### config.mk
export PLATFORM = sky130hd
export DESIGN_NAME = arp_cell
export DESIGN_NICKNAME = d
export VERILOG_FILES = /design/src/rtl/arp_pkg.sv /design/src/rtl/arp_cell.sv
export SDC_FILE = /design/constraint.sdc
export NUM_CORES = 1
export LEC_CHECK = 0
export ABC_CLOCK_PERIOD_IN_PS = 3000
export BUFFER_PORTS_ARGS = -buffer_cell sky130_fd_sc_hd__buf_2
export CORE_AREA = 2 2 123 125
export DETAILED_ROUTE_END_ITERATION = 16
export DIE_AREA = 0 0 125 127
export PLACE_DENSITY = 0.67
export SLEW_MARGIN = 10
export SYNTH_ARGS = -nofsm -noshare
export SYNTH_HDL_FRONTEND = slang
export SYNTH_SLANG_ARGS = --single-unit
### constraint.sdc
create_clock -name clk -period 3 [get_ports clk]
set_input_delay 0.15 -clock clk [delete_from_list [all_inputs] [get_ports clk]]
set_output_delay 0.15 -clock clk [all_outputs]
set_load 0.02 [all_outputs]
### src/rtl/arp_pkg.sv
//------------------------------------------------------------------------------
// arp_pkg
// Shared types and constants for the address range pool.
//------------------------------------------------------------------------------
package arp_pkg;

  localparam int MAX_RANGES = 64;
  localparam int CNT_W = $clog2(MAX_RANGES + 1);

  typedef enum logic [1:0] {
    MODE_ALLOC   = 2'd0,
    MODE_RELEASE = 2'd1,
    MODE_RESERVE = 2'd2,
    MODE_INIT    = 2'd3
  } mode_t;

  typedef enum logic [2:0] {
    ST_OK     = 3'd0,
    ST_EMPTY  = 3'd1,
    ST_DUP    = 3'd2,
    ST_ABSENT = 3'd3,
    ST_FULL   = 3'd4
  } status_t;

  // per-cell update command, same for all cells
  typedef enum logic [2:0] {
    OP_HOLD   = 3'd0,
    OP_CLEAR  = 3'd1,
    OP_SHDOWN = 3'd2,  // cells at or above pos take the upper neighbor
    OP_SHUP   = 3'd3,  // cells above pos take the lower neighbor
    OP_WRITE  = 3'd4   // only cell pos is written
  } cell_op_t;

  typedef struct packed {
    cell_op_t         op;
    logic [CNT_W-1:0] pos;
    logic             wr_first;
    logic             wr_last;
    logic [31:0]      first;
    logic [31:0]      last;
    logic             ins;     // with OP_SHUP: cell pos takes first/last
  } cell_cmd_t;

  // per-cell compare flags back to the controller
  typedef struct packed {
    logic valid;
    logic last_lt;   // last < a
    logic first_le;  // first <= a
  } cell_flag_t;

endpackage

### src/rtl/arp_cell.sv
//------------------------------------------------------------------------------
// arp_cell
// One range entry: holds first/last, compares against the request address,
// shifts with its neighbors.
//------------------------------------------------------------------------------
module arp_cell (
  input  logic                      clk,
  input  logic [arp_pkg::CNT_W-1:0] idx,
  input  logic [arp_pkg::CNT_W-1:0] count,
  input  logic [31:0]               addr,
  input  arp_pkg::cell_cmd_t        cmd,
  input  logic [31:0]               lo_first,
  input  logic [31:0]               lo_last,
  input  logic [31:0]               hi_first,
  input  logic [31:0]               hi_last,
  output logic [31:0]               first,
  output logic [31:0]               last,
  output arp_pkg::cell_flag_t       flag
);

  logic [31:0] first_r, last_r, first_nxt, last_nxt;

  assign first = first_r;
  assign last  = last_r;
  assign flag.valid    = idx < count;
  assign flag.last_lt  = last_r < addr;
  assign flag.first_le = first_r <= addr;

  always_comb begin
    first_nxt = first_r;
    last_nxt  = last_r;
    case (cmd.op)
      arp_pkg::OP_SHDOWN: begin
        if (idx >= cmd.pos) begin
          first_nxt = hi_first;
          last_nxt  = hi_last;
        end
      end
      arp_pkg::OP_SHUP: begin
        if (idx > cmd.pos) begin
          first_nxt = lo_first;
          last_nxt  = lo_last;
        end else if (idx == cmd.pos && cmd.ins) begin
          first_nxt = cmd.first;
          last_nxt  = cmd.last;
        end
      end
      arp_pkg::OP_WRITE: begin
        if (idx == cmd.pos) begin
          if (cmd.wr_first) first_nxt = cmd.first;
          if (cmd.wr_last)  last_nxt  = cmd.last;
        end
      end
      default: ;
    endcase
  end

  always_ff @(posedge clk) begin
    first_r <= first_nxt;
    last_r  <= last_nxt;
  end

endmodule

=== Word-level counts from Yosys, hierarchy flattened ===
Cells that the tools add are included.
W data, S select, Z words.

* Register bits: 64
* Input bits: 252
* Output and inout bits: 67

* Reduce and logical (&&, ||, !) cells: 4
* $lt $le $gt $ge: 5
* Equality and inequality tests: 9
* Muxes and demuxes: 12

{| class="wikitable"
|+ Operators by type and width
! cell !! count
|-
| $mux W32 || 10
|-
| $pmux W32 S3 || 2
|-
| $le A32 B32 Y1 || 1
|-
| $lt A32 B32 Y1 || 1
|-
| $reduce_and A5 Y1 || 2
|-
| $ne A2 B2 Y1 const B || 4
|-
| $eq A7 B7 Y1 || 1
|-
| $ge A7 B7 Y1 || 1
|-
| $gt A7 B7 Y1 || 1
|-
| $lt A7 B7 Y1 || 1
|-
| $eq A3 B2 Y1 const B || 2
|-
| $eq A3 B3 Y1 const B || 1
|-
| $ne A3 B3 Y1 const B || 1
|-
| $reduce_bool A3 Y1 || 1
|-
| $logic_and A1 B1 Y1 || 1
|}

=== Depth between registers and ports, before layout ===
* Word-level depth: 5
* Gate-level depth with buffers: 9

=== Worst setup path after synthesis ===
OpenSTA, ideal clock, no wires.

* Path type: input-to-reg
* Start: input cmd[73] in the netlist's numbering
* End: register first_r[0] (netlist: first[0]), enable pin
* Setup time: 0.432 ns
* Data arrival time: 2.592 ns
* Cell stages on the path: 6
* Setup slack: -0.024 ns
* Path buffers: 0
* Data required time: 2.568 ns
* Path through: inv_1 -> ha_1 -> nand4_2 -> o21bai_4 -> a21o_1 -> a21oi_1

* Cells in the longest elaborated chain, start to end: 4

{| class="wikitable"
|+ RTL lines
! what !! line !! source
|-
| start: declaration || arp_cell.sv:11 || <nowiki>input arp_pkg::cell_cmd_t cmd,</nowiki>
|-
| parallel branches: the longest is 3 deep, another holds $gt A7 B7 Y1 || n/a ||
|-
| $reduce_and A5 Y1 (no source line) (*) || n/a ||
|-
| end signal: assignment || arp_cell.sv:59 || <nowiki>first_r <= first_nxt;</nowiki>
|-
| end: declaration || arp_cell.sv:21 || <nowiki>logic [31:0] first_r, last_r, first_nxt, last_nxt;</nowiki>
|}

Every way passes the cells marked *.
A chain may end at the register's enable or synchronous reset.

==> results_dict.tcl <==
set metrics [dict create \
    area_growth_pct 39.53 \
    die_h_um 127 \
    status "completed" \
    drt_iter0_drc 315 \
    slowest_delay_ps 450 \
    ir_worst_vdd_v 0.0002630 \
    clock_sinks 64 \
    overflow 0 \
    cp.arrival_ps 2620 \
    busiest_layer "met2" \
    dp_cells 952 \
    cts_tree "built" \
    grt_max_degree 56 \
    crit_path_cell_trace "ha_1 -> a2111oi_0 -> o311ai_1 -> a2111o_1 -> a21oi_1 -> buf_2" \
    syn_area_mm2 0.005090 \
    cts_resized 0 \
    cts_made_buffers 9 \
    use_met3_pct 5.151 \
    clock_path_buffers 2 \
    finalNonFillerCells 968 \
    finalNetCount 1107 \
    relSlewSlack_pct 57.54 \
    period_share_pct 92.50 \
    finalPower_w 0.003101 \
    synth_edf_count 64 \
    io_pins 319 \
    path_clk_slew_ps 60 \
    async_flop_share_pct 0 \
    crit_type "register to primary output" \
    num-fill-cells 1422 \
    drive_above_1_share_pct 44.63 \
    synth_nets 799 \
    final_hold_viol_count 0 \
    wl_per_cell_um 18.69 \
    hold_path_class "input port to register" \
    io_buffers 318 \
    critPathLaunchType "register" \
    required_ps 2850 \
    rows 44 \
    clock.fmax_mhz 360.4 \
    layout_common_cells "buf_2, ha_1, and3_1" \
    slew_viol_final 0 \
    layout_commonest_cell "buf_2" \
    grt_pass1_vias 5141 \
    yosysSeqAreaShare_pct 37.76 \
    crit_fanout 2 \
    die_w_um 125 \
    worst_pin_slew_ps 636.9 \
    grt_pass1_wl_mm 27.19 \
    yosys_most_used_dff "edfxtp_1" \
    place_ws_ps 541.4 \
    grt_use_total_pct 22.10 \
    via_per_inst 5.317 \
    cts_htree_levels 3 \
    met1_usage_pct 26.62 \
    routed_wl_mm 18.09 \
    antenna_found_initial 2 \
    synth.avg_cell_area_um2 10.81 \
    post-route-drc-count 0 \
    start_util_pct 35.29 \
    post_cts_buffers 0 \
    p_leak_nw 3.622 \
    ys_types 40 \
    cp_slowest_cell "a2111oi_0" \
    worst_slack_ps 225.1 \
    root_buffer "clkbuf_16" \
    yosysWarnings 0 \
    power.density_mw_per_mm2 436.6 \
    dr.pass1.iters 4 \
    synthCells 471 \
    endpoint_kind "primary output" \
    finalSetupViolCount 0 \
    rsz0062_at_grt "no" \
    final_antenna_net_count 0 \
    grt.met2_usage_pct 38.75 \
    coreArea_mm2 0.01442 \
    dieArea_mm2 0.01588 \
    synth_seq_cells 64 \
    hold_buffers 0 \
    place.gp.congestion 0.8159 \
    fin_crit_ps 2775 \
    vias 5147 \
    dp_hpwl_mm 14.72 \
    maxCapViolations 0 \
]
-- synthesized netlist by cell type, drive strengths merged (3+ instances only) --
cell type  count  share of area (%)
and4           5               0.86
o21ai         10               0.98
edfxtp        64                 38
inv           47                3.5
a221o         67                 13
a21oi         27                2.7
and3          65                8.0
a21o           7                1.0
nand3          8               0.79
ha            76                 19
clkbuf        13               0.96
nor2          11               0.86
nor2b          3               0.37
nand4          9                1.2
nand2         21                1.5
buf           14                3.4
-- flip-flops by register name, summed over array words and instances, names as in the netlist --
signal  count
first      32
last       32
-- final cells by class --
| class | count | area, um2 | area share, % |
|---|---|---|---|
| multi-input cells | 333 | 2796 | 39.38 |
| flip-flops and latches | 64 | 1922 | 27.06 |
| repair buffers | 324 | 1649 | 23.22 |
| well taps | 184 | 230.2 | 3.242 |
| clock buffers | 9 | 225.2 | 3.171 |
| inverters | 47 | 176.4 | 2.484 |
| clock inverters | 5 | 97.59 | 1.374 |
| diodes | 2 | 5.005 | 0.07047 |
-- where the power goes --
group          total (W)  internal, W  switching, W  leakage, nW
combinational   0.000800     0.000378      0.000422         2.89
clock            0.00118     0.000796      0.000386        0.156
sequential       0.00112      0.00107     0.0000445        0.574
total            0.00310      0.00225      0.000852         3.62
-- routing by layer --
metal | vias up | share of wire [%]
met1 | 2374 | 40
met5 | - | 0
met4 | 0 | 2.2
met3 | 26 | 8.1
li1 | 2495 | -
met2 | 252 | 50
-- cells by family after synthesis --
logic type               Yosys count  synth area share (%)
AO/OA/AOI/OAI                    130                 21.51
adder cells (fa/ha/maj)           76                 18.68
buffers and inverters             74                 7.842
flip-flops                        64                 37.76
AND/OR/NAND/NOR                  127                 14.21
-- stage by stage --
stage,area [um2],setup TNS (ps),util [%],hold slack [ps]
after floorplan,5090,-1532,-,364.1
after CTS,7097,0,49.20,90.00
after global routing,7099,0,49.22,92.61
after detailed placement,6774,0,46.96,452.3
after global placement,6774,0,46.96,448.6
final,7102,0,49.24,101.2
-- worst max-delay path: cells and delay by family (launching register included) --
kind | cells | cell delay, ps
buf+inv | 1 | 230
fa+ha+maj | 1 | 280
flops | 1 | 380
compound gates | 4 | 1390
-- final timing paths --
kind | from | endpoint | slack [ps] | cells past startpoint
setup / recovery | last[1]$_DFFE_PP_ | flag[1] | 230 | 6
hold / removal | lo_last[15] | last[15]$_DFFE_PP_ | 100 | 2
(Power assumes the default switching activity.)
